--- src/design/aesme_pkg.sv ---
package aesme_pkg;

  typedef enum logic [1:0] {
    MODE_ECB  = 2'd0,
    MODE_CBC  = 2'd1,
    MODE_CFB8 = 2'd2,
    MODE_OFB8 = 2'd3
  } mode_t;

  localparam int CfgIdxW = 3;
  localparam logic [CfgIdxW-1:0] REG_KEY_HIGH    = 3'd0;
  localparam logic [CfgIdxW-1:0] REG_KEY_LOW     = 3'd1;
  localparam logic [CfgIdxW-1:0] REG_IV_HIGH     = 3'd2;
  localparam logic [CfgIdxW-1:0] REG_IV_LOW      = 3'd3;
  localparam logic [CfgIdxW-1:0] REG_CIPHER_MODE = 3'd4;
  localparam logic [CfgIdxW-1:0] REG_DECRYPT_SEL = 3'd5;

  localparam logic [3:0] LAST_ROUND = 4'd10;
  localparam logic [3:0] LAST_BYTE  = 4'd15;

  typedef struct packed {
    logic [127:0] key;
    logic [127:0] iv;
  } cfg_t;

  typedef struct packed {
    logic [127:0] blk;
    logic         first;
    mode_t        mode;
    logic         dec;
  } entry_t;

  typedef enum logic [2:0] {
    B_IDLE,
    B_START,
    B_KEYX,
    B_ENC,
    B_DEC,
    B_FIN,
    B_OUT
  } bstate_t;

  localparam logic [7:0] SBOX [256] = '{
    8'h63,8'h7c,8'h77,8'h7b,8'hf2,8'h6b,8'h6f,8'hc5,8'h30,8'h01,8'h67,8'h2b,8'hfe,8'hd7,8'hab,8'h76,
    8'hca,8'h82,8'hc9,8'h7d,8'hfa,8'h59,8'h47,8'hf0,8'had,8'hd4,8'ha2,8'haf,8'h9c,8'ha4,8'h72,8'hc0,
    8'hb7,8'hfd,8'h93,8'h26,8'h36,8'h3f,8'hf7,8'hcc,8'h34,8'ha5,8'he5,8'hf1,8'h71,8'hd8,8'h31,8'h15,
    8'h04,8'hc7,8'h23,8'hc3,8'h18,8'h96,8'h05,8'h9a,8'h07,8'h12,8'h80,8'he2,8'heb,8'h27,8'hb2,8'h75,
    8'h09,8'h83,8'h2c,8'h1a,8'h1b,8'h6e,8'h5a,8'ha0,8'h52,8'h3b,8'hd6,8'hb3,8'h29,8'he3,8'h2f,8'h84,
    8'h53,8'hd1,8'h00,8'hed,8'h20,8'hfc,8'hb1,8'h5b,8'h6a,8'hcb,8'hbe,8'h39,8'h4a,8'h4c,8'h58,8'hcf,
    8'hd0,8'hef,8'haa,8'hfb,8'h43,8'h4d,8'h33,8'h85,8'h45,8'hf9,8'h02,8'h7f,8'h50,8'h3c,8'h9f,8'ha8,
    8'h51,8'ha3,8'h40,8'h8f,8'h92,8'h9d,8'h38,8'hf5,8'hbc,8'hb6,8'hda,8'h21,8'h10,8'hff,8'hf3,8'hd2,
    8'hcd,8'h0c,8'h13,8'hec,8'h5f,8'h97,8'h44,8'h17,8'hc4,8'ha7,8'h7e,8'h3d,8'h64,8'h5d,8'h19,8'h73,
    8'h60,8'h81,8'h4f,8'hdc,8'h22,8'h2a,8'h90,8'h88,8'h46,8'hee,8'hb8,8'h14,8'hde,8'h5e,8'h0b,8'hdb,
    8'he0,8'h32,8'h3a,8'h0a,8'h49,8'h06,8'h24,8'h5c,8'hc2,8'hd3,8'hac,8'h62,8'h91,8'h95,8'he4,8'h79,
    8'he7,8'hc8,8'h37,8'h6d,8'h8d,8'hd5,8'h4e,8'ha9,8'h6c,8'h56,8'hf4,8'hea,8'h65,8'h7a,8'hae,8'h08,
    8'hba,8'h78,8'h25,8'h2e,8'h1c,8'ha6,8'hb4,8'hc6,8'he8,8'hdd,8'h74,8'h1f,8'h4b,8'hbd,8'h8b,8'h8a,
    8'h70,8'h3e,8'hb5,8'h66,8'h48,8'h03,8'hf6,8'h0e,8'h61,8'h35,8'h57,8'hb9,8'h86,8'hc1,8'h1d,8'h9e,
    8'he1,8'hf8,8'h98,8'h11,8'h69,8'hd9,8'h8e,8'h94,8'h9b,8'h1e,8'h87,8'he9,8'hce,8'h55,8'h28,8'hdf,
    8'h8c,8'ha1,8'h89,8'h0d,8'hbf,8'he6,8'h42,8'h68,8'h41,8'h99,8'h2d,8'h0f,8'hb0,8'h54,8'hbb,8'h16
  };

  function automatic logic [2047:0] build_inv();
    logic [2047:0] t;
    t = '0;
    for (int i = 0; i < 256; i++) begin
      t[SBOX[i]*8 +: 8] = 8'(i);
    end
    return t;
  endfunction

  localparam logic [2047:0] INV_SBOX = build_inv();

  function automatic logic [7:0] inv_sbox(input logic [7:0] a);
    return INV_SBOX[{a, 3'b000} +: 8];
  endfunction

  function automatic logic [7:0] rcon(input logic [3:0] rnd);
    logic [7:0] r;
    unique case (rnd)
      4'd1:    r = 8'h01;
      4'd2:    r = 8'h02;
      4'd3:    r = 8'h04;
      4'd4:    r = 8'h08;
      4'd5:    r = 8'h10;
      4'd6:    r = 8'h20;
      4'd7:    r = 8'h40;
      4'd8:    r = 8'h80;
      4'd9:    r = 8'h1b;
      4'd10:   r = 8'h36;
      default: r = 8'h00;
    endcase
    return r;
  endfunction

  // byte k of a 128-bit value, byte 0 most significant
  function automatic logic [7:0] byte_of(input logic [127:0] v, input int k);
    return v[127-8*k -: 8];
  endfunction

  function automatic logic [7:0] xtime(input logic [7:0] a);
    return {a[6:0], 1'b0} ^ (a[7] ? 8'h1b : 8'h00);
  endfunction

  function automatic logic [31:0] sub_rot(input logic [31:0] w, input logic [7:0] rc);
    return {SBOX[w[23:16]] ^ rc, SBOX[w[15:8]], SBOX[w[7:0]], SBOX[w[31:24]]};
  endfunction

  function automatic logic [127:0] key_fwd(input logic [127:0] k, input logic [3:0] rnd);
    logic [31:0] n0, n1, n2, n3;
    n0 = k[127:96] ^ sub_rot(k[31:0], rcon(rnd));
    n1 = k[95:64] ^ n0;
    n2 = k[63:32] ^ n1;
    n3 = k[31:0] ^ n2;
    return {n0, n1, n2, n3};
  endfunction

  function automatic logic [127:0] key_bwd(input logic [127:0] k, input logic [3:0] rnd);
    logic [31:0] p0, p1, p2, p3;
    p3 = k[31:0] ^ k[63:32];
    p2 = k[63:32] ^ k[95:64];
    p1 = k[95:64] ^ k[127:96];
    p0 = k[127:96] ^ sub_rot(p3, rcon(rnd));
    return {p0, p1, p2, p3};
  endfunction

  function automatic logic [127:0] enc_round(input logic [127:0] s, input logic [127:0] rk,
                                             input logic last);
    logic [7:0] b [16];
    logic [7:0] t [16];
    logic [7:0] a0, a1, a2, a3, al;
    logic [127:0] o;
    for (int i = 0; i < 16; i++) b[i] = SBOX[byte_of(s, i)];
    for (int c = 0; c < 4; c++)
      for (int r = 0; r < 4; r++) t[c*4+r] = b[((c+r)%4)*4+r];
    if (!last) begin
      for (int c = 0; c < 4; c++) begin
        a0 = t[c*4]; a1 = t[c*4+1]; a2 = t[c*4+2]; a3 = t[c*4+3];
        al = a0 ^ a1 ^ a2 ^ a3;
        t[c*4]   = a0 ^ al ^ xtime(a0 ^ a1);
        t[c*4+1] = a1 ^ al ^ xtime(a1 ^ a2);
        t[c*4+2] = a2 ^ al ^ xtime(a2 ^ a3);
        t[c*4+3] = a3 ^ al ^ xtime(a3 ^ a0);
      end
    end
    for (int i = 0; i < 16; i++) o[127-8*i -: 8] = t[i];
    return o ^ rk;
  endfunction

  function automatic logic [7:0] gm(input logic [7:0] a, input logic [3:0] m);
    logic [7:0] x1, x2, x3;
    x1 = xtime(a);
    x2 = xtime(x1);
    x3 = xtime(x2);
    return (m[0] ? a : 8'h00) ^ (m[1] ? x1 : 8'h00) ^ (m[2] ? x2 : 8'h00) ^
           (m[3] ? x3 : 8'h00);
  endfunction

  function automatic logic [127:0] dec_round(input logic [127:0] s, input logic [127:0] rk,
                                             input logic last);
    logic [7:0] t [16];
    logic [7:0] a0, a1, a2, a3;
    logic [127:0] v, o;
    for (int c = 0; c < 4; c++)
      for (int r = 0; r < 4; r++) t[((c+r)%4)*4+r] = byte_of(s, c*4+r);
    for (int i = 0; i < 16; i++) v[127-8*i -: 8] = inv_sbox(t[i]);
    v = v ^ rk;
    o = v;
    if (!last) begin
      for (int c = 0; c < 4; c++) begin
        a0 = byte_of(v, c*4); a1 = byte_of(v, c*4+1);
        a2 = byte_of(v, c*4+2); a3 = byte_of(v, c*4+3);
        o[127-8*(c*4)   -: 8] = gm(a0, 4'd14) ^ gm(a1, 4'd11) ^ gm(a2, 4'd13) ^ gm(a3, 4'd9);
        o[127-8*(c*4+1) -: 8] = gm(a0, 4'd9) ^ gm(a1, 4'd14) ^ gm(a2, 4'd11) ^ gm(a3, 4'd13);
        o[127-8*(c*4+2) -: 8] = gm(a0, 4'd13) ^ gm(a1, 4'd9) ^ gm(a2, 4'd14) ^ gm(a3, 4'd11);
        o[127-8*(c*4+3) -: 8] = gm(a0, 4'd11) ^ gm(a1, 4'd13) ^ gm(a2, 4'd9) ^ gm(a3, 4'd14);
      end
    end
    return o;
  endfunction

endpackage

--- src/design/aesme_in_if.sv ---
interface aesme_in_if;
  logic        valid;
  logic        ready;
  logic [63:0] block_in_high;
  logic [63:0] block_in_low;
  logic        first_block;

  modport source (output valid, output block_in_high, output block_in_low,
                  output first_block, input ready);
  modport sink (input valid, input block_in_high, input block_in_low,
                input first_block, output ready);
endinterface

--- src/design/aesme_front.sv ---
module aesme_front
  import aesme_pkg::*;
(
  input  logic               clk,
  input  logic               rst,
  aesme_in_if.sink           in_ch,
  input  logic               cfg_we,
  input  logic [CfgIdxW-1:0] cfg_index,
  input  logic [63:0]        cfg_data,
  input  logic               q_full,
  output logic               q_push,
  output entry_t             q_entry,
  output cfg_t               cfg
);

  logic [63:0] key_high, key_low, iv_high, iv_low;
  mode_t       cipher_mode;
  logic        decrypt_sel;

  always_ff @(posedge clk) begin
    if (rst) begin
      key_high    <= '0;
      key_low     <= '0;
      iv_high     <= '0;
      iv_low      <= '0;
      cipher_mode <= MODE_ECB;
      decrypt_sel <= 1'b0;
    end else if (cfg_we) begin
      unique case (cfg_index)
        REG_KEY_HIGH:    key_high    <= cfg_data;
        REG_KEY_LOW:     key_low     <= cfg_data;
        REG_IV_HIGH:     iv_high     <= cfg_data;
        REG_IV_LOW:      iv_low      <= cfg_data;
        REG_CIPHER_MODE: cipher_mode <= mode_t'(cfg_data[1:0]);
        REG_DECRYPT_SEL: decrypt_sel <= cfg_data[0];
        default: ;
      endcase
    end
  end

  assign in_ch.ready = !q_full;
  assign q_push      = in_ch.valid && !q_full;

  // OFB runs the same keystream either way: fold decrypt away
  always_comb begin
    q_entry.blk   = {in_ch.block_in_high, in_ch.block_in_low};
    q_entry.first = in_ch.first_block;
    q_entry.mode  = cipher_mode;
    q_entry.dec   = decrypt_sel && (cipher_mode != MODE_OFB8);
  end

  assign cfg.key = {key_high, key_low};
  assign cfg.iv  = {iv_high, iv_low};

endmodule

--- src/flat_wrapper.sv ---
// flat-port wrapper written by rule: the top's interface ports become plain ports
module aesme_front_flat import aesme_pkg::*;
  (clk, rst, cfg_we, cfg_index, cfg_data, q_full, q_push, q_entry, cfg, in_ch_valid, in_ch_block_in_high, in_ch_block_in_low, in_ch_first_block, in_ch_ready);
  aesme_in_if in_ch_i ();
  input  logic clk;
  input  logic rst;
  input  logic cfg_we;
  input  logic [CfgIdxW-1:0] cfg_index;
  input  logic [63:0] cfg_data;
  input  logic q_full;
  output logic q_push;
  output entry_t q_entry;
  output cfg_t cfg;
  input wire logic [$bits(in_ch_i.valid)-1:0] in_ch_valid;
  input wire logic [$bits(in_ch_i.block_in_high)-1:0] in_ch_block_in_high;
  input wire logic [$bits(in_ch_i.block_in_low)-1:0] in_ch_block_in_low;
  input wire logic [$bits(in_ch_i.first_block)-1:0] in_ch_first_block;
  output wire logic [$bits(in_ch_i.ready)-1:0] in_ch_ready;
  assign in_ch_i.valid = in_ch_valid;
  assign in_ch_i.block_in_high = in_ch_block_in_high;
  assign in_ch_i.block_in_low = in_ch_block_in_low;
  assign in_ch_i.first_block = in_ch_first_block;
  assign in_ch_ready = in_ch_i.ready;
  aesme_front u_core (.clk(clk), .rst(rst), .in_ch(in_ch_i), .cfg_we(cfg_we), .cfg_index(cfg_index), .cfg_data(cfg_data), .q_full(q_full), .q_push(q_push), .q_entry(q_entry), .cfg(cfg));
endmodule
--- config.mk ---
export PLATFORM = sky130hd
export DESIGN_NAME = aesme_front_flat
export DESIGN_NICKNAME = d
export VERILOG_FILES = /design/src/design/aesme_pkg.sv /design/src/design/aesme_in_if.sv /design/src/design/aesme_front.sv /design/src/flat_wrapper.sv
export SDC_FILE = /design/constraint.sdc
export NUM_CORES = 1
export LEC_CHECK = 0
export ABC_AREA = 1
export BUFFER_PORTS_ARGS = -buffer_cell sky130_fd_sc_hd__buf_2
export CAP_MARGIN = 25
export CORE_AREA = 8 8 227 229
export CTS_CLUSTER_SIZE = 28
export DETAILED_ROUTE_END_ITERATION = 16
export DIE_AREA = 0 0 235 237
export PLACE_DENSITY = 0.55
export SETUP_SLACK_MARGIN = 0.2
export SLEW_MARGIN = 40
export SYNTH_ARGS = -nofsm -noshare
export SYNTH_HDL_FRONTEND = slang
export SYNTH_SLANG_ARGS = --single-unit
--- constraint.sdc ---
create_clock -name clk -period 1.8 [get_ports clk]
set_input_delay 0 -clock clk [delete_from_list [all_inputs] [get_ports clk]]
set_output_delay 0 -clock clk [all_outputs]
set_load 0.02 [all_outputs]
==> results.sh <==
export IMPL_synth_common_cells="521 x nor2_1, 263 x nand2_1, 259 x dfxtp_1, 259 x nand3_1, 134 x buf_4"
export IMPL_finalMaxSlewViolations=0
export IMPL_cts_tree="yes"
export IMPL_cp_start_kind="flop"
export IMPL_ys_seq_elements=259
export IMPL_synth_adder_area_share=0
export IMPL_wl_per_cell_um=16.5
export IMPL_p_leak_nw=6.97
export IMPL_clockBufferDepth=3
export IMPL_switching_share=0.264
export IMPL_vias=10800
export IMPL_yosysTopAreaCell="dfxtp_1"
export IMPL_required_ns=1.80
export IMPL_synth_top_family_by_area="simple AND/OR/NAND/NOR gates"
export IMPL_criticalPathCategory="reg -> out"
export IMPL_syn_avg_cell_area_um2=7.02
export IMPL_ff2ff_setup_slack_ns=1.18
export IMPL_antenna_found_initial=1
export IMPL_setup_viol=0
export IMPL_grt_max_degree=65
export IMPL_crit_start="u_core.decrypt_sel"
export IMPL_synth_most_common_cell="nor2_1"
export IMPL_synth_main_ff_cell="dfxtp_1"
export IMPL_synth_cell_types=16
export IMPL_drtIter0Drc=550
export IMPL_hold_viol=0
export IMPL_holdPathEnd="q_entry[77]"
export IMPL_muxShareOfSynthArea=0
export IMPL_synth_compound_area_frac=0.00110
export IMPL_layout_worst_path_cycle_share=0.698
export IMPL_status="finished clean"
export IMPL_r2r_start="u_core.key_high[54]"
export IMPL_post_dp_hpwl_um=28700
export IMPL_ios=591
export IMPL_placeableCoreArea_mm2=0.0481
export IMPL_post_dp_cell_area_mm2=0.0127
export IMPL_cts_sinks=259
export IMPL_initial_core_util=0.236
export IMPL_maxClockFrequency_mhz=796
export IMPL_ir_drop_v=0.000628
export IMPL_rr_endpoint="u_core.key_high[54]"
export IMPL_min_period_ns=1.26
export IMPL_clk_latency_ns=0.56
export IMPL_cp_arrival_ns=1.26
export IMPL_max_slew_worst_pin_slew_ns=0.483
export IMPL_p_sw_w=0.00368
export IMPL_avgViaCountPerCell=4.33
export IMPL_synth_top_cell_area_share=0.456
export IMPL_overflow=0
export IMPL_synth_fp_nets=1821
export IMPL_gp_congestion=0.776
export IMPL_final_instance_count_excl_fill=2494
export IMPL_drt_pre_antenna_iters=5
export IMPL_p_per_area_mw_per_mm2=969
export IMPL_crit_fanout=2
export IMPL_ctsRootBufferMaster="clkbuf_16"
export IMPL_hold_path_cell_count=0
export IMPL_syn_inst=1620
export IMPL_dieArea_mm2=0.0557
export IMPL_whs_ns=0.00000667
export IMPL_fin_skew_ns=0
export IMPL_synth_area_top_cells="dfxtp_1 46%, nor2_1 17%, nand3_1 11%"
export IMPL_layout_nets=2054
export IMPL_p_comb_frac=0.125
export IMPL_tns_ns=0
export IMPL_drc=0
export IMPL_port_buffers=332
export IMPL_synth_xor_area_frac=0
export IMPL_clockPowerShare=0.440
export IMPL_num_fill_cells=5190
export IMPL_ant_nets=0
export IMPL_die_y_um=237
export IMPL_grt_pass1_wl_um=62400
export IMPL_slew_headroom=0.678
export IMPL_num_rows=81
export IMPL_drt_total_wl_um=41300
export IMPL_power_frac_seq=0.435
export IMPL_h_tree_depth=1
export IMPL_syn_area_mm2=0.0114
export IMPL_hold_class="in -> out"
export IMPL_area_growth_pct=26.2
export IMPL_diodes=0
export IMPL_cap_viol_max_count=0
export IMPL_internal_power_w=0.0102
export IMPL_reg2reg_depth=2
export IMPL_seq_area_frac_synth=0.456
export IMPL_hold_start="in_ch_block_in_high[9]"
export IMPL_dp_cells=2376
export IMPL_cts_buffers_inserted=31
export IMPL_die_x_um=235
export IMPL_synthSimpleGateAreaFrac=0.379
export IMPL_final_area_mm2=0.0144
export IMPL_grt_usage=0.139
export IMPL_clk_pin_slew_ns=0.06
export IMPL_grt_pass1_vias=10600
export IMPL_synth_edf_count=0
export IMPL_endpoint_kind="output port"
export IMPL_layout_drive_gt1_share=0.229
export IMPL_yosysWarnings=0
export IMPL_async_flop_share=0
export IMPL_rsz0062_at_grt="no"
## metrics by stage
stage	util	worst slack, ns	total power, W
5_1_grt	0.298	0.455	0.0145
6_report	0.298	0.543	0.0139
3_3_place_gp	0.264	0.509	0.00780
3_5_place_dp	0.264	0.470	0.00782
2_1_floorplan	-	0.894	0.00760
4_1_cts	0.298	0.486	0.0141
## placed cells by master (no fill, tap or decap)
| master | count |
|---|---|
| nor2_1 | 519 |
| clkinvlp_4 | 1 |
| dlygate4sd3_1 | 66 |
| bufinv_16 | 2 |
| a21oi_1 | 1 |
| clkbuf_8 | 7 |
| dfxtp_1 | 259 |
| buf_12 | 14 |
| inv_1 | 68 |
| nand3_1 | 259 |
| buf_4 | 23 |
| nand2_2 | 2 |
| a21boi_0 | 1 |
| inv_2 | 4 |
| clkinv_4 | 1 |
| nand2_1 | 263 |
| inv_8 | 1 |
| clkinv_2 | 3 |
| buf_2 | 332 |
| clkbuf_1 | 7 |
| nor2_4 | 8 |
| clkbuf_16 | 31 |
## layout make-up
class,instances,area (um2),area share
Clock inverter,7,91.3,0.00636
Timing Repair Buffer,435,2780,0.193
Tap cell,622,778,0.0542
Multi-Input combinational cell,1053,4350,0.303
Inverter,73,282,0.0196
Clock buffer,45,898,0.0626
Sequential cell,259,5180,0.361
## flip-flops by register name, summed over array words and instances, names as in the netlist
| name | count |
|---|---|
| u_core.cipher_mode | 2 |
| u_core.decrypt_sel | 1 |
| u_core.iv_high | 64 |
| u_core.iv_low | 64 |
| u_core.key_high | 64 |
| u_core.key_low | 64 |
## timing repair
| item | CTS | global route |
|---|---|---|
| setup buffers | 0 | 0 |
| resized for setup | 0 | 0 |
| hold endpoints to repair | 259 | 0 |
| hold buffers | 66 | 0 |
## cell families (layout without fill, tap and decap cells)
family	Yosys count	count (layout)
AO/OA/AOI/OAI	2	2
flip-flops	259	259
buffers and inverters	308	560
AND/OR/NAND/NOR	1051	1051
## worst max-delay path by stage
stage	end	slack (ns)	cells after the start
floorplan	q_entry[0]	0.89	1
global placement	u_core.iv_low[0]	0.51	7
detailed placement	u_core.iv_low[20]	0.47	7
CTS	q_entry[0]	0.49	2
global route	q_entry[0]	0.46	2
finish	q_entry[0]	0.54	2
## layer usage
layer	wire [um]	vias to the layer above	global-route usage	share of wire
met5	0	-	0	0
met4	1920	0	0.0745	0.046
met3	2960	114	0.0331	0.072
met2	19300	463	0.231	0.47
met1	17100	4879	0.165	0.42
li1	-	5333	-	-
## critical path: stages, from the launching register on
cell,delay (ns)
dfxtp_1,0.33
a21boi_0,0.17
buf_2,0.20
## power by group through the flow
| stage | Clock [W] | Combinational [W] | Sequential (W) |
|---|---|---|---|
| floorplan | 0 | 0.00120 | 0.00640 |
| global placement | 0 | 0.00163 | 0.00617 |
| detailed placement | 0 | 0.00164 | 0.00618 |
| CTS | 0.00631 | 0.00175 | 0.00605 |
| global route | 0.00653 | 0.00191 | 0.00607 |
| finish | 0.00613 | 0.00174 | 0.00605 |
Power figures use the tool's default switching activity.
