## src/design/aesme_pkg.sv

```systemverilog
package aesme_pkg;

  typedef enum logic [1:0] {
    MODE_ECB  = 2'd0,
    MODE_CBC  = 2'd1,
    MODE_CFB8 = 2'd2,
    MODE_OFB8 = 2'd3
  } mode_t;

  localparam int CfgIdxW = 3;
  localparam logic [CfgIdxW-1:0] REG_KEY_HIGH    = 3'd0;
  localparam logic [CfgIdxW-1:0] REG_KEY_LOW     = 3'd1;
  localparam logic [CfgIdxW-1:0] REG_IV_HIGH     = 3'd2;
  localparam logic [CfgIdxW-1:0] REG_IV_LOW      = 3'd3;
  localparam logic [CfgIdxW-1:0] REG_CIPHER_MODE = 3'd4;
  localparam logic [CfgIdxW-1:0] REG_DECRYPT_SEL = 3'd5;

  localparam logic [3:0] LAST_ROUND = 4'd10;
  localparam logic [3:0] LAST_BYTE  = 4'd15;

  typedef struct packed {
    logic [127:0] key;
    logic [127:0] iv;
  } cfg_t;

  typedef struct packed {
    logic [127:0] blk;
    logic         first;
    mode_t        mode;
    logic         dec;
  } entry_t;

  typedef enum logic [2:0] {
    B_IDLE,
    B_START,
    B_KEYX,
    B_ENC,
    B_DEC,
    B_FIN,
    B_OUT
  } bstate_t;

  localparam logic [7:0] SBOX [256] = '{
    8'h63,8'h7c,8'h77,8'h7b,8'hf2,8'h6b,8'h6f,8'hc5,8'h30,8'h01,8'h67,8'h2b,8'hfe,8'hd7,8'hab,8'h76,
    8'hca,8'h82,8'hc9,8'h7d,8'hfa,8'h59,8'h47,8'hf0,8'had,8'hd4,8'ha2,8'haf,8'h9c,8'ha4,8'h72,8'hc0,
    8'hb7,8'hfd,8'h93,8'h26,8'h36,8'h3f,8'hf7,8'hcc,8'h34,8'ha5,8'he5,8'hf1,8'h71,8'hd8,8'h31,8'h15,
    8'h04,8'hc7,8'h23,8'hc3,8'h18,8'h96,8'h05,8'h9a,8'h07,8'h12,8'h80,8'he2,8'heb,8'h27,8'hb2,8'h75,
    8'h09,8'h83,8'h2c,8'h1a,8'h1b,8'h6e,8'h5a,8'ha0,8'h52,8'h3b,8'hd6,8'hb3,8'h29,8'he3,8'h2f,8'h84,
    8'h53,8'hd1,8'h00,8'hed,8'h20,8'hfc,8'hb1,8'h5b,8'h6a,8'hcb,8'hbe,8'h39,8'h4a,8'h4c,8'h58,8'hcf,
    8'hd0,8'hef,8'haa,8'hfb,8'h43,8'h4d,8'h33,8'h85,8'h45,8'hf9,8'h02,8'h7f,8'h50,8'h3c,8'h9f,8'ha8,
    8'h51,8'ha3,8'h40,8'h8f,8'h92,8'h9d,8'h38,8'hf5,8'hbc,8'hb6,8'hda,8'h21,8'h10,8'hff,8'hf3,8'hd2,
    8'hcd,8'h0c,8'h13,8'hec,8'h5f,8'h97,8'h44,8'h17,8'hc4,8'ha7,8'h7e,8'h3d,8'h64,8'h5d,8'h19,8'h73,
    8'h60,8'h81,8'h4f,8'hdc,8'h22,8'h2a,8'h90,8'h88,8'h46,8'hee,8'hb8,8'h14,8'hde,8'h5e,8'h0b,8'hdb,
    8'he0,8'h32,8'h3a,8'h0a,8'h49,8'h06,8'h24,8'h5c,8'hc2,8'hd3,8'hac,8'h62,8'h91,8'h95,8'he4,8'h79,
    8'he7,8'hc8,8'h37,8'h6d,8'h8d,8'hd5,8'h4e,8'ha9,8'h6c,8'h56,8'hf4,8'hea,8'h65,8'h7a,8'hae,8'h08,
    8'hba,8'h78,8'h25,8'h2e,8'h1c,8'ha6,8'hb4,8'hc6,8'he8,8'hdd,8'h74,8'h1f,8'h4b,8'hbd,8'h8b,8'h8a,
    8'h70,8'h3e,8'hb5,8'h66,8'h48,8'h03,8'hf6,8'h0e,8'h61,8'h35,8'h57,8'hb9,8'h86,8'hc1,8'h1d,8'h9e,
    8'he1,8'hf8,8'h98,8'h11,8'h69,8'hd9,8'h8e,8'h94,8'h9b,8'h1e,8'h87,8'he9,8'hce,8'h55,8'h28,8'hdf,
    8'h8c,8'ha1,8'h89,8'h0d,8'hbf,8'he6,8'h42,8'h68,8'h41,8'h99,8'h2d,8'h0f,8'hb0,8'h54,8'hbb,8'h16
  };

  function automatic logic [2047:0] build_inv();
    logic [2047:0] t;
    t = '0;
    for (int i = 0; i < 256; i++) begin
      t[SBOX[i]*8 +: 8] = 8'(i);
    end
    return t;
  endfunction

  localparam logic [2047:0] INV_SBOX = build_inv();

  function automatic logic [7:0] inv_sbox(input logic [7:0] a);
    return INV_SBOX[{a, 3'b000} +: 8];
  endfunction

  function automatic logic [7:0] rcon(input logic [3:0] rnd);
    logic [7:0] r;
    unique case (rnd)
      4'd1:    r = 8'h01;
      4'd2:    r = 8'h02;
      4'd3:    r = 8'h04;
      4'd4:    r = 8'h08;
      4'd5:    r = 8'h10;
      4'd6:    r = 8'h20;
      4'd7:    r = 8'h40;
      4'd8:    r = 8'h80;
      4'd9:    r = 8'h1b;
      4'd10:   r = 8'h36;
      default: r = 8'h00;
    endcase
    return r;
  endfunction

  // byte k of a 128-bit value, byte 0 most significant
  function automatic logic [7:0] byte_of(input logic [127:0] v, input int k);
    return v[127-8*k -: 8];
  endfunction

  function automatic logic [7:0] xtime(input logic [7:0] a);
    return {a[6:0], 1'b0} ^ (a[7] ? 8'h1b : 8'h00);
  endfunction

  function automatic logic [31:0] sub_rot(input logic [31:0] w, input logic [7:0] rc);
    return {SBOX[w[23:16]] ^ rc, SBOX[w[15:8]], SBOX[w[7:0]], SBOX[w[31:24]]};
  endfunction

  function automatic logic [127:0] key_fwd(input logic [127:0] k, input logic [3:0] rnd);
    logic [31:0] n0, n1, n2, n3;
    n0 = k[127:96] ^ sub_rot(k[31:0], rcon(rnd));
    n1 = k[95:64] ^ n0;
    n2 = k[63:32] ^ n1;
    n3 = k[31:0] ^ n2;
    return {n0, n1, n2, n3};
  endfunction

  function automatic logic [127:0] key_bwd(input logic [127:0] k, input logic [3:0] rnd);
    logic [31:0] p0, p1, p2, p3;
    p3 = k[31:0] ^ k[63:32];
    p2 = k[63:32] ^ k[95:64];
    p1 = k[95:64] ^ k[127:96];
    p0 = k[127:96] ^ sub_rot(p3, rcon(rnd));
    return {p0, p1, p2, p3};
  endfunction

  function automatic logic [127:0] enc_round(input logic [127:0] s, input logic [127:0] rk,
                                             input logic last);
    logic [7:0] b [16];
    logic [7:0] t [16];
    logic [7:0] a0, a1, a2, a3, al;
    logic [127:0] o;
    for (int i = 0; i < 16; i++) b[i] = SBOX[byte_of(s, i)];
    for (int c = 0; c < 4; c++)
      for (int r = 0; r < 4; r++) t[c*4+r] = b[((c+r)%4)*4+r];
    if (!last) begin
      for (int c = 0; c < 4; c++) begin
        a0 = t[c*4]; a1 = t[c*4+1]; a2 = t[c*4+2]; a3 = t[c*4+3];
        al = a0 ^ a1 ^ a2 ^ a3;
        t[c*4]   = a0 ^ al ^ xtime(a0 ^ a1);
        t[c*4+1] = a1 ^ al ^ xtime(a1 ^ a2);
        t[c*4+2] = a2 ^ al ^ xtime(a2 ^ a3);
        t[c*4+3] = a3 ^ al ^ xtime(a3 ^ a0);
      end
    end
    for (int i = 0; i < 16; i++) o[127-8*i -: 8] = t[i];
    return o ^ rk;
  endfunction

  function automatic logic [7:0] gm(input logic [7:0] a, input logic [3:0] m);
    logic [7:0] x1, x2, x3;
    x1 = xtime(a);
    x2 = xtime(x1);
    x3 = xtime(x2);
    return (m[0] ? a : 8'h00) ^ (m[1] ? x1 : 8'h00) ^ (m[2] ? x2 : 8'h00) ^
           (m[3] ? x3 : 8'h00);
  endfunction

  function automatic logic [127:0] dec_round(input logic [127:0] s, input logic [127:0] rk,
                                             input logic last);
    logic [7:0] t [16];
    logic [7:0] a0, a1, a2, a3;
    logic [127:0] v, o;
    for (int c = 0; c < 4; c++)
      for (int r = 0; r < 4; r++) t[((c+r)%4)*4+r] = byte_of(s, c*4+r);
    for (int i = 0; i < 16; i++) v[127-8*i -: 8] = inv_sbox(t[i]);
    v = v ^ rk;
    o = v;
    if (!last) begin
      for (int c = 0; c < 4; c++) begin
        a0 = byte_of(v, c*4); a1 = byte_of(v, c*4+1);
        a2 = byte_of(v, c*4+2); a3 = byte_of(v, c*4+3);
        o[127-8*(c*4)   -: 8] = gm(a0, 4'd14) ^ gm(a1, 4'd11) ^ gm(a2, 4'd13) ^ gm(a3, 4'd9);
        o[127-8*(c*4+1) -: 8] = gm(a0, 4'd9) ^ gm(a1, 4'd14) ^ gm(a2, 4'd11) ^ gm(a3, 4'd13);
        o[127-8*(c*4+2) -: 8] = gm(a0, 4'd13) ^ gm(a1, 4'd9) ^ gm(a2, 4'd14) ^ gm(a3, 4'd11);
        o[127-8*(c*4+3) -: 8] = gm(a0, 4'd11) ^ gm(a1, 4'd13) ^ gm(a2, 4'd9) ^ gm(a3, 4'd14);
      end
    end
    return o;
  endfunction

endpackage

```

## src/design/aesme_queue.sv

```systemverilog
module aesme_queue
  import aesme_pkg::*;
(
  input  logic   clk,
  input  logic   rst,
  input  logic   push,
  input  entry_t push_entry,
  input  logic   pop,
  output logic   full,
  output logic   not_empty,
  output entry_t head
);

  entry_t     slots [2];
  logic       wptr, rptr;
  logic [1:0] count;

  assign full      = (count == 2'd2);
  assign not_empty = (count != 2'd0);
  assign head      = slots[rptr];

  always_ff @(posedge clk) begin
    if (push) slots[wptr] <= push_entry;
  end

  always_ff @(posedge clk) begin
    if (rst) begin
      wptr  <= 1'b0;
      rptr  <= 1'b0;
      count <= 2'd0;
    end else begin
      if (push) wptr <= !wptr;
      if (pop)  rptr <= !rptr;
      count <= count + 2'(push) - 2'(pop);
    end
  end

endmodule

```

## config.mk

```make
export PLATFORM = sky130hd
export DESIGN_NAME = aesme_queue
export DESIGN_NICKNAME = d
export VERILOG_FILES = /design/src/design/aesme_pkg.sv /design/src/design/aesme_queue.sv
export SDC_FILE = /design/constraint.sdc
export NUM_CORES = 1
export LEC_CHECK = 0
export BUFFER_PORTS_ARGS = -buffer_cell sky130_fd_sc_hd__buf_2
export CAP_MARGIN = 20
export CORE_UTILIZATION = 56
export DETAILED_ROUTE_END_ITERATION = 6
export MAX_ROUTING_LAYER = met4
export PLACE_DENSITY = 0.84
export SLEW_MARGIN = 20
export SYNTH_ARGS = -nofsm -noshare
export SYNTH_HDL_FRONTEND = slang
export SYNTH_SLANG_ARGS = --single-unit
export TNS_END_PERCENT = 50
```

## constraint.sdc

```tcl
create_clock -name clk -period 13.4 [get_ports clk]
set_clock_uncertainty 0.1 [all_clocks]
set_input_delay 0 -clock clk [delete_from_list [all_inputs] [get_ports clk]]
set_output_delay 0 -clock clk [all_outputs]
set_load 0.1 [all_outputs]
```

==> results of run 1 <==
[cell usage after synthesis]
cell type / instances
or2_2: 1
and2_1: 1
ha_1: 2
edfxtp_1: 264
mux2_4: 80
dfxtp_1: 5
nor2b_1: 3
mux2_2: 52
inv_1: 2
buf_6: 9
buf_2: 5
nor2_1: 4
buf_8: 1
xnor3_1: 1
xnor2_1: 2
[routing by layer]
layer / vias up / track usage [%] / routed length [um]
li1: 2557 / - / -
met1: 2792 / 27.0 / 8210
met2: 316 / 44.4 / 12000
met3: 71 / 4.81 / 1630
met4: 0 / 8.52 / 767
met5: - / - / 0
[cell families (layout without fill, tap and decap cells)]
group	count (synthesis)	count (layout)	synth area share, %
mux	132	132	17.7
xor+xnor	3	3	0.397
buf+inv	17	459	1.48
fa+ha+maj	2	2	0.248
simple gates	9	9	0.460
flops	269	269	79.7
[registers in the layout (all words and copies together) (netlist names), named ones only]
signal,count
rptr,1
wptr,1
count,2
slots,264
[final timing paths]
| kind | startpoint | slack (ns) | end |
|---|---|---|---|
| hold reg to reg | rptr | 0.50 | rptr |
| hold / removal | push_entry[28] | 0.11 | slots[0][28] |
| setup / recovery | flop | 10.18 | head[17] |
| setup reg to reg | wptr | 10.76 | slots[1][35] |
[where the power goes]
| group | switching [mW] | internal (mW) |
|---|---|---|
| Sequential | 0.0250 | 0.984 |
| Clock | 0.293 | 0.397 |
| Combinational | 0.429 | 0.137 |
[per-stage QoR]
stage               cell area, um^2  util (%)  instances
global placement              11600      66.6        915
CTS                           13800      79.1       1099
floorplan                     10100         -        432
detailed placement            11600      66.6        915
finish                        13800      79.1       1099
global route                  13800      79.1       1099
[cell type report]
cell class / instances / area, um^2 / share of cell area [%]
clock buffer: 39 / 731 / 5.31
clock inverter: 9 / 72.6 / 0.527
inverter: 2 / 7.51 / 0.0545
multi-input combinational: 146 / 1910 / 13.9
sequential: 269 / 8030 / 58.3
tap: 225 / 282 / 2.04
timing repair buffer: 409 / 2740 / 19.9
[what timing repair did]
item                                    4_1_cts  5_1_grt
endpoints found under the hold margin       269        0
endpoints found under the setup margin        0        0
hold buffers                                136        0
buffers inserted                              0        0
gates resized for setup                       0        0
==> out/results.tsv, run 1 <==
stage	metric	value	unit
synthesis	synth_area_leaders	edfxtp_1, mux2_4, mux2_2, buf_6, dfxtp_1	
worst_setup_path	cp_slowest_cell	dfxtp_4	
cells_and_area	drive_gt1_share	50.5	%
worst_setup_path	r2r_cells	2	
synthesis	ys_warn_count	0	
drt	drt_iter0_drc	305	
placement	port_buffers	269	
synthesis	synth_seq_cells	269	
floorplan	coreArea	0.0174	mm^2
synthesis	syn_inst	432	
sta	slew_headroom	29.1	%
grt	antenna_found_initial	0	
pwr	peakVddDrop	0.000142	V
grt	overflow	0	
clocking	insertion_delay	0.51	ns
cells_and_area	fin_nets	993	
placement	dp_hpwl	12400	um
clocking	htree_levels	1	
grt	grt_max_degree	74	
pwr	finalPower	2.26	mW
drt	route.detailed.wl_per_inst	20.5	um
synthesis	synth_nets	570	
drt	route.detailed.drc	0	
min_path	holdPathStages	2	
sta	setup_ws	10.18	ns
floorplan	dieArea	0.0185	mm^2
sta	hold_slack	0.109	ns
cells_and_area	area_delta_synth_final	36.7	%
pwr	leakage	5.42	nW
sta	fin_crit	3.22	ns
cells_and_area	final_cell_mix	buf_2, edfxtp_1, dlygate4sd3_1	
worst_setup_path	critPathKind	reg -> out	
sta	hold_viol	0	
pwr	powerDensity	164	mW/mm^2
clocking	cts_tree	built	
drt	wl	22600	um
run	cap_violations	0	
cells_and_area	fill_cells	856	
drt	vias_per_cell	5.22	
grt	first_global_vias	6216	
drt	ant_nets	0	
clocking	clk_pin_slew_worst_paths	0.06	ns
sta	slew_violations	0	
synthesis	syn-mean-instance-area	23.3	um^2
sta	max_freq	0.310	GHz
floorplan	row_count	48	
status	status	finished clean	
cells_and_area	final_common_cell	buf_2	
sta	finalCritPeriodShare	24.0	%
drt	firstDrtPassIters	4	
sta	worstMarginPinSlew	1.06	ns
synthesis	yosysSeqAreaShare	79.7	%
synthesis	synth.distinct_cells	15	
clocking	cts_buffers	27	
worst_setup_path	cp_num_cells	3	
placement	pre_cts_slack	10.42	ns
worst_setup_path	cp_num_buf_inv	2	
floorplan	ioPinCount	270	
synthesis	synth_area	0.0101	mm^2
synthesis	synth.top_cell.area_share	78.7	%
worst_setup_path	cp-start-kind	flop	
floorplan	start_util	57.8	%
worst_setup_path	worstPathArrival	3.12	ns
floorplan	die_w	136	um
min_path	min_path_type	in -> reg	
sta	finalSetupViolations	0	
worst_setup_path	path_delay_family	buffers and inverters	
floorplan	die_height	136	um
worst_setup_path	worstPathCellList	buf_6 -> mux2_2 -> buf_2	
synthesis	post-synth-top-area-cell	edfxtp_1	
clocking	cts_max_path_buffers	3	
worst_setup_path	cp_max_fo	67	
drt	vias	5736	
placement	gp_congestion	0.801	
clocking	cts.sinks	269	
sta	grt_setup_unrepaired	no	
grt	grt_pass1_wl	32900	um
worst_setup_path	cp-end-kind	output pin	
sta	setup_tns	0	ns
clocking	root_buffer	clkbuf_16	
cells_and_area	diodes	0	
worst_setup_path	worstPathRequired	13.30	ns
grt	grt_use_total	24.6	%
worst_setup_path	crit_path_max_incr_delay	1.02	ns
Power figures use the tool's default switching activity.
==> run 2: changes to the inputs <==
--- a/config.mk
+++ b/config.mk
@@ -7,10 +7,10 @@
 export LEC_CHECK = 0
 export BUFFER_PORTS_ARGS = -buffer_cell sky130_fd_sc_hd__buf_2
 export CAP_MARGIN = 20
-export CORE_UTILIZATION = 56
+export CORE_UTILIZATION = 52
 export DETAILED_ROUTE_END_ITERATION = 6
 export MAX_ROUTING_LAYER = met4
-export PLACE_DENSITY = 0.84
+export PLACE_DENSITY = 0.79
 export SLEW_MARGIN = 20
 export SYNTH_ARGS = -nofsm -noshare
 export SYNTH_HDL_FRONTEND = slang
==> constraint.sdc (replaced) <==
create_clock -name clk -period 3 [get_ports clk]
set_clock_uncertainty 0.1 [all_clocks]
set_input_delay 0 -clock clk [delete_from_list [all_inputs] [get_ports clk]]
set_output_delay 0 -clock clk [all_outputs]
set_load 0.1 [all_outputs]
==> run 2 against run 1 <==
  * Die area increased by 7.6%
  * Worst setup slack got worse by 9.6 ns
  * Final cell count grew 3.6%
  * Global-route usage decreased by 2.8 points
  * Total power grew to 4.6 times the previous value
  * First-iteration DRC count is 11% lower
  * Sequential share of layout area fell by 0.97 points
  * Highest routed layer unchanged
  * Hold slack barely moved
  * Flip-flop and latch count did not move
  * Largest cell class unchanged
  * Register-to-register slack worse by 9.9 ns
  * Core utilization down 4.7 points
  * Via count decreased by 1.5%
==> out/results.tsv, run 2 (same netlist as run 1, synthesis figures left out) <==
stage	metric	value	unit	change
floorplan	coreArea	0.0188	mm^2	+8.1%
min_path	min_path_type	in -> reg		
worst_setup_path	cp-end-kind	output pin		
grt	grt_use_total	21.8	%	-2.8 points
drt	firstDrtPassIters	4		unchanged
worst_setup_path	path_delay_family	flip-flops		
pwr	leakage	5.50	nW	+1.5%
clocking	htree_levels	1		unchanged
floorplan	die_w	141	um	+3.7%
sta	slew_violations	0		unchanged
run	cap_violations	0		unchanged
sta	setup_ws	0.561	ns	-9.62 ns
placement	dp_hpwl	12400	um	-0.31%
drt	drt_iter0_drc	272		-11%
floorplan	ioPinCount	270		unchanged
grt	grt_pass1_wl	31900	um	-2.9%
cells_and_area	area_delta_synth_final	39.0	%	
worst_setup_path	critPathKind	reg -> out		
floorplan	row_count	50		+4.2%
worst_setup_path	cp_max_fo	58		-13%
worst_setup_path	worstPathRequired	2.90	ns	-10.40 ns
sta	grt_setup_unrepaired	no		
drt	wl	21400	um	-5.1%
cells_and_area	final_common_cell	buf_2		
worst_setup_path	crit_path_max_incr_delay	0.67	ns	-0.35 ns
grt	first_global_vias	6079		-2.2%
floorplan	die_height	141	um	+3.7%
grt	overflow	0		unchanged
sta	finalCritPeriodShare	81.3	%	
drt	vias	5648		-1.5%
floorplan	start_util	53.5	%	-4.3 points
drt	vias_per_cell	4.96		-5.0%
placement	placed_cells_incl_taps	953		+4.2%
clocking	cts_max_path_buffers	3		unchanged
clocking	cts_buffers	27		unchanged
worst_setup_path	cp_slowest_cell	dfxtp_4		
grt	grt_max_degree	70		-5.4%
worst_setup_path	worstPathArrival	2.34	ns	-0.78 ns
floorplan	dieArea	0.0199	mm^2	+7.6%
clocking	root_buffer	clkbuf_16		
sta	finalSetupViolations	0		unchanged
drt	route.detailed.drc	0		unchanged
status	status	finished clean		
clocking	ctsResizeCount	0		unchanged
drt	route.detailed.wl_per_inst	18.8	um	-8.5%
drt	ant_nets	0		unchanged
pwr	peakVddDrop	0.000617	V	+330%
worst_setup_path	r2r_start	count[0]		
clocking	cts.sinks	269		unchanged
cells_and_area	top_register	slots		
worst_setup_path	worstPathCellList	buf_12 -> mux2_2 -> buf_2		
placement	gp_congestion	0.755		-5.7%
cells_and_area	drive_gt1_share	51.4	%	+0.91 points
grt	antenna_found_initial	0		unchanged
clocking	cts_tree	built		
clocking	insertion_delay	0.51	ns	about the same
cells_and_area	layout.cells.non_filler	1139		+3.6%
sta	worstMarginPinSlew	0.878	ns	-0.186 ns
sta	slew_headroom	41.5	%	+12 points
min_path	worstHoldStart	push_entry[2]		
placement	placed_area	0.0117	mm^2	+1.1%
cells_and_area	top_regs	slots (264), count (2)		
pwr	powerDensity	745	mW/mm^2	+350%
cells_and_area	design_area	0.0140	mm^2	+1.7%
cells_and_area	utilization	74.4	%	-4.7 points
clocking	clk_pin_slew_worst_paths	0.06	ns	about the same
placement	pre_cts_slack	1.13	ns	-9.29 ns
sta	hold_slack	0.109	ns	+0.0000240 ns
sta	fin_crit	2.44	ns	
worst_setup_path	cp_num_buf_inv	2		unchanged
cells_and_area	final_cell_mix	buf_2, edfxtp_1, dlygate4sd3_1		
sta	hold_viol	0		unchanged
worst_setup_path	cp-start-kind	flop		
placement	port_buffers	269		unchanged
cells_and_area	fin_nets	996		+0.30%
cells_and_area	largest_reg_flops	264		unchanged
sta	max_freq	0.410	GHz	
-- run 2: cell types whose count changed in the layout (fill, tap and decap cells not counted), moves of 2 or more --
cell / change
clkinv_1: +2
bufinv_16: +4
clkinv_2: +2
clkbuf_1: -8
clkinvlp_4: +2
buf_12: +5
-- run 2: area by class of cell --
| cell class | count | area [um^2] |
|---|---|---|
| tap | 260 | 325 |
| clock inverter | 19 | 223 |
| antenna | 1 | 2.50 |
| inverter | 2 | 7.51 |
| fill | 1034 | 4820 |
| multi-input combinational | 146 | 1910 |
| timing repair buffer | 412 | 2820 |
| clock buffer | 30 | 687 |
| sequential | 269 | 8030 |
-- run 2: worst register-to-register path, stage by stage, from the launching register on --
cell           delay [ns]
dfxtp_1              0.37
inv_1                0.07
ha_1                 0.29
inv_1                0.07
ha_1                 0.15
xnor3_1              0.39
nor2_1               0.10
dlygate4sd3_1        0.55
-- run 2: metrics by stage --
| step | power (mW) | setup TNS [ns] |
|---|---|---|
| finish | 10.4 | 0 |
| global route | 10.7 | 0 |
| CTS | 10.5 | 0 |
| detailed placement | 6.94 | 0 |
| global placement | 6.90 | 0 |
| floorplan | 6.58 | -137.27 |
-- run 2: per-layer routing --
metal	track usage, %	share of wire, %	vias up
li1	-	-	2566
met1	24.5	38	2798
met2	39.2	54	239
met3	4.18	6.2	45
met4	6.92	2.5	0
met5	-	0	-
-- run 2: report_power, final --
part / total, mW / internal [mW] / switching (mW)
clock network: 3.40 / 2.07 / 1.33
logic: 2.55 / 0.626 / 1.93
registers: 4.48 / 4.39 / 0.0849
-- run 2: final timing paths --
path | slack, ns | depth (start not counted) | end
setup / recovery | 0.56 | 3 | head[20]
setup reg to reg | 0.87 | 7 | count[1]
hold / removal | 0.11 | 2 | slots[0][2]
hold reg to reg | 0.43 | 2 | rptr
-- run 2: repair_timing --
item	in CTS	in global routing
hold buffers	136	0
buffers inserted	0	0
endpoints found under the hold margin	269	0
==> run 3: changes to the inputs <==
--- a/config.mk
+++ b/config.mk
@@ -5,6 +5,7 @@
 export SDC_FILE = /design/constraint.sdc
 export NUM_CORES = 1
 export LEC_CHECK = 0
+export ABC_AREA = 1
 export BUFFER_PORTS_ARGS = -buffer_cell sky130_fd_sc_hd__buf_2
 export CAP_MARGIN = 20
 export CORE_UTILIZATION = 52
==> constraint.sdc (replaced) <==
create_clock -name clk -period 2.55 [get_ports clk]
set_clock_uncertainty 0.1 [all_clocks]
set_input_delay 0 -clock clk [delete_from_list [all_inputs] [get_ports clk]]
set_output_delay 0 -clock clk [all_outputs]
set_load 0.1 [all_outputs]
==> run 3 against run 2 <==
  * Final cell count rose by 0.61%
  * Core utilization is 0.29 points lower
  * Clock power is 13% higher
  * Via count barely moved
  * Combinational power grew 10%
  * Total power up 14%
  * First-iteration DRC count down 2.9%
  * Global-route usage is essentially flat
  * Flip-flop and latch count unchanged
  * Sequential power up 16%
  * Critical path type unchanged
  * Critical endpoint is now head[0]
  * Largest power group unchanged
==> out/results.tsv, run 3 <==
stage	metric	value	unit	change
drt	met2_length	11100	um	-3.4%
sta	slew_violations	0		unchanged
sta	finalSetupViolations	0		unchanged
sta	finalCritPeriodShare	85.0	%	
cells_and_area	layout.cells.non_filler	1146		+0.61%
sta	hold_viol	0		unchanged
placement	gp_congestion	0.734		-2.9%
floorplan	die_w	141	um	about the same
grt	grt_pass1_wl	32200	um	+0.82%
pwr	leakage	5.49	nW	about the same
placement	placed_cells_incl_taps	962		+0.94%
drt	route.detailed.drc	0		unchanged
clocking	cts_tree	built		
synthesis	synthArstFlopShare	0	%	unchanged
drt	wl_met1	8230	um	+1.9%
cells_and_area	largest_reg_flops	264		unchanged
drt	wl_met3	1440	um	+8.1%
cells_and_area	area_delta_synth_final	38.4	%	
pwr	peakVddDrop	0.000682	V	+11%
clocking	postCtsSetupBuffers	0		unchanged
synthesis	synth_seq_cells	269		unchanged
worst_setup_path	path_delay_family	buffers and inverters		
worst_setup_path	cp_slowest_cell	mux2_2		
run	cap_violations	0		unchanged
clocking	cts_hold_buffers	136		unchanged
cells_and_area	top_regs	slots (264), count (2)		
worst_setup_path	cp_num_buf_inv	2		unchanged
floorplan	ioPinCount	270		unchanged
clocking	cts_max_path_buffers	3		unchanged
sta	fin_crit	2.17	ns	
worst_setup_path	cp-start-kind	flop		
drt	vias_per_cell	4.92		-0.70%
floorplan	row_count	50		unchanged
sta	worstMarginPinSlew	0.716	ns	-0.162 ns
drt	firstDrtPassIters	4		unchanged
grt	first_global_vias	6212		+2.2%
grt	antenna_found_initial	2		+2
synthesis	ys_warn_count	0		unchanged
sta	max_freq	0.461	GHz	
placement	dp_hpwl	12000	um	-2.9%
floorplan	coreArea	0.0188	mm^2	unchanged
pwr	powerDensity	850	mW/mm^2	+14%
synthesis	syn_inst	442		+2.3%
cells_and_area	drive_gt1_share	50.8	%	-0.57 points
grt	grt_max_degree	83		+19%
synthesis	yosysSeqAreaShare	79.6	%	about the same
worst_setup_path	crit_path_max_incr_delay	0.40	ns	-0.27 ns
worst_setup_path	cp-end-kind	output pin		
drt	ant_nets	0		unchanged
worst_setup_path	worstPathRequired	2.45	ns	-0.45 ns
drt	drt_iter0_drc	264		-2.9%
synthesis	synth.top_cell.area_share	78.6	%	about the same
synthesis	synthTopCellsByCount	edfxtp_1, mux2_4, mux2_2		
clocking	cts.sinks	269		unchanged
synthesis	synth_area_leaders	edfxtp_1, mux2_4, mux2_2, buf_6, dfxtp_1		
synthesis	synth_nets	580		+1.8%
sta	slew_headroom	52.3	%	+11 points
drt	routed.top_layer	met4		
clocking	root_buffer	clkbuf_16		
worst_setup_path	critPathKind	reg -> out		
cells_and_area	top_register	slots		
synthesis	synth-main-ff-cell	edfxtp_1		
grt	grt_use_total	21.8	%	about the same
synthesis	synth_area	0.0101	mm^2	about the same
floorplan	dieArea	0.0199	mm^2	about the same
clocking	ctsResizeCount	0		unchanged
clocking	htree_levels	1		unchanged
placement	port_buffers	269		unchanged
drt	wl	21400	um	-0.28%
status	status	finished clean		
sta	grt_setup_unrepaired	no		
floorplan	die_height	141	um	about the same
worst_setup_path	worstPathArrival	2.07	ns	-0.27 ns
synthesis	syn-mean-instance-area	22.8	um^2	-2.2%
cells_and_area	utilization	74.1	%	-0.29 points
floorplan	start_util	53.5	%	about the same
grt	overflow	0		unchanged
clocking	cts_buffers	26		-3.7%
synthesis	synth_edf_count	264		unchanged
cells_and_area	final_common_cell	buf_2		
worst_setup_path	worstPathCellList	buf_12 -> mux2_2 -> buf_2		
min_path	min_path_type	in -> reg		
clocking	insertion_delay	0.51	ns	about the same
worst_setup_path	cp_max_fo	69		+19%
synthesis	post-synth-top-area-cell	edfxtp_1		
synthesis	post-synth-top-count-cell	edfxtp_1		
synthesis	synth.distinct_cells	15		unchanged
clocking	clk_pin_slew_worst_paths	0.06	ns	about the same
cells_and_area	final_cell_mix	buf_2, edfxtp_1, dlygate4sd3_1		
drt	route.detailed.wl_per_inst	18.6	um	-0.89%
drt	vias	5643		-0.089%
cells_and_area	fin_nets	1004		+0.80%
==> run 3: cell types whose count changed after synthesis, sizes merged <==
cell / change
nand2: +5
xnor2: -1
nor2b: -3
nand3: +1
inv: +6
nor3: +1
xnor3: -1
a21oi: +1
and2: -1
nor2: +3
or2: -1
==> run 3: logic make-up (layout without fill, tap and decap cells) <==
kind of cell	Yosys count	after routing	synth area share, %
buffers and inverters	23	465	1.70
other	0	2	0
adders and majority gates	2	2	0.248
AOI/OAI and AO/OA	1	1	0.0496
muxes	132	132	17.7
xor gates and xnor gates	1	1	0.0869
and+or+nand+nor	14	14	0.546
DFF	269	269	79.6
==> run 3: path summary, 6_finish.rpt <==
check	slack, ns	to	cells after the start	startpoint
worst min-delay path	0.11	slots[0][57]	2	push_entry[57]
worst max register to register	0.60	wptr	5	wptr
worst max-delay path	0.38	head[0]	3	flop
worst min register to register	0.47	count[1]	3	count[1]
==> run 3: area by class of cell <==
class	count	area [um^2]
Sequential cell	269	8030
Fill cell	1069	4880
Clock buffer	30	687
Clock inverter	16	176
Multi-Input combinational cell	150	1890
Inverter	8	33.8
Timing Repair Buffer	411	2800
Antenna cell	2	5.00
Tap cell	260	325
==> run 3: power breakdown <==
part | internal, mW | switching (mW) | total [mW]
sequential | 5.12 | 0.0661 | 5.19
combinational | 0.685 | 2.13 | 2.81
clock | 2.32 | 1.53 | 3.85
total | 8.13 | 3.73 | 11.9
==> run 3: per-layer routing <==
layer	GRT usage [%]	up-vias
li1	-	2593
met4	7.55	0
met1	24.0	2742
met3	4.72	57
met2	39.1	251
met5	-	-
==> run 3: through the flow <==
step	cell area [um^2]	TNS (ns)	setup slack [ns]	total power, mW	hold slack [ns]
after global routing	14000	0	0.317	12.2	0.0891
after CTS	13900	0	0.383	11.9	0.0818
after floorplan	10100	-69.95	-0.296	7.51	-0.0288
after detailed placement	11700	0	0.947	7.91	0.0912
after global placement	11700	0	0.965	7.86	0.0868
final	14000	0	0.382	11.9	0.106
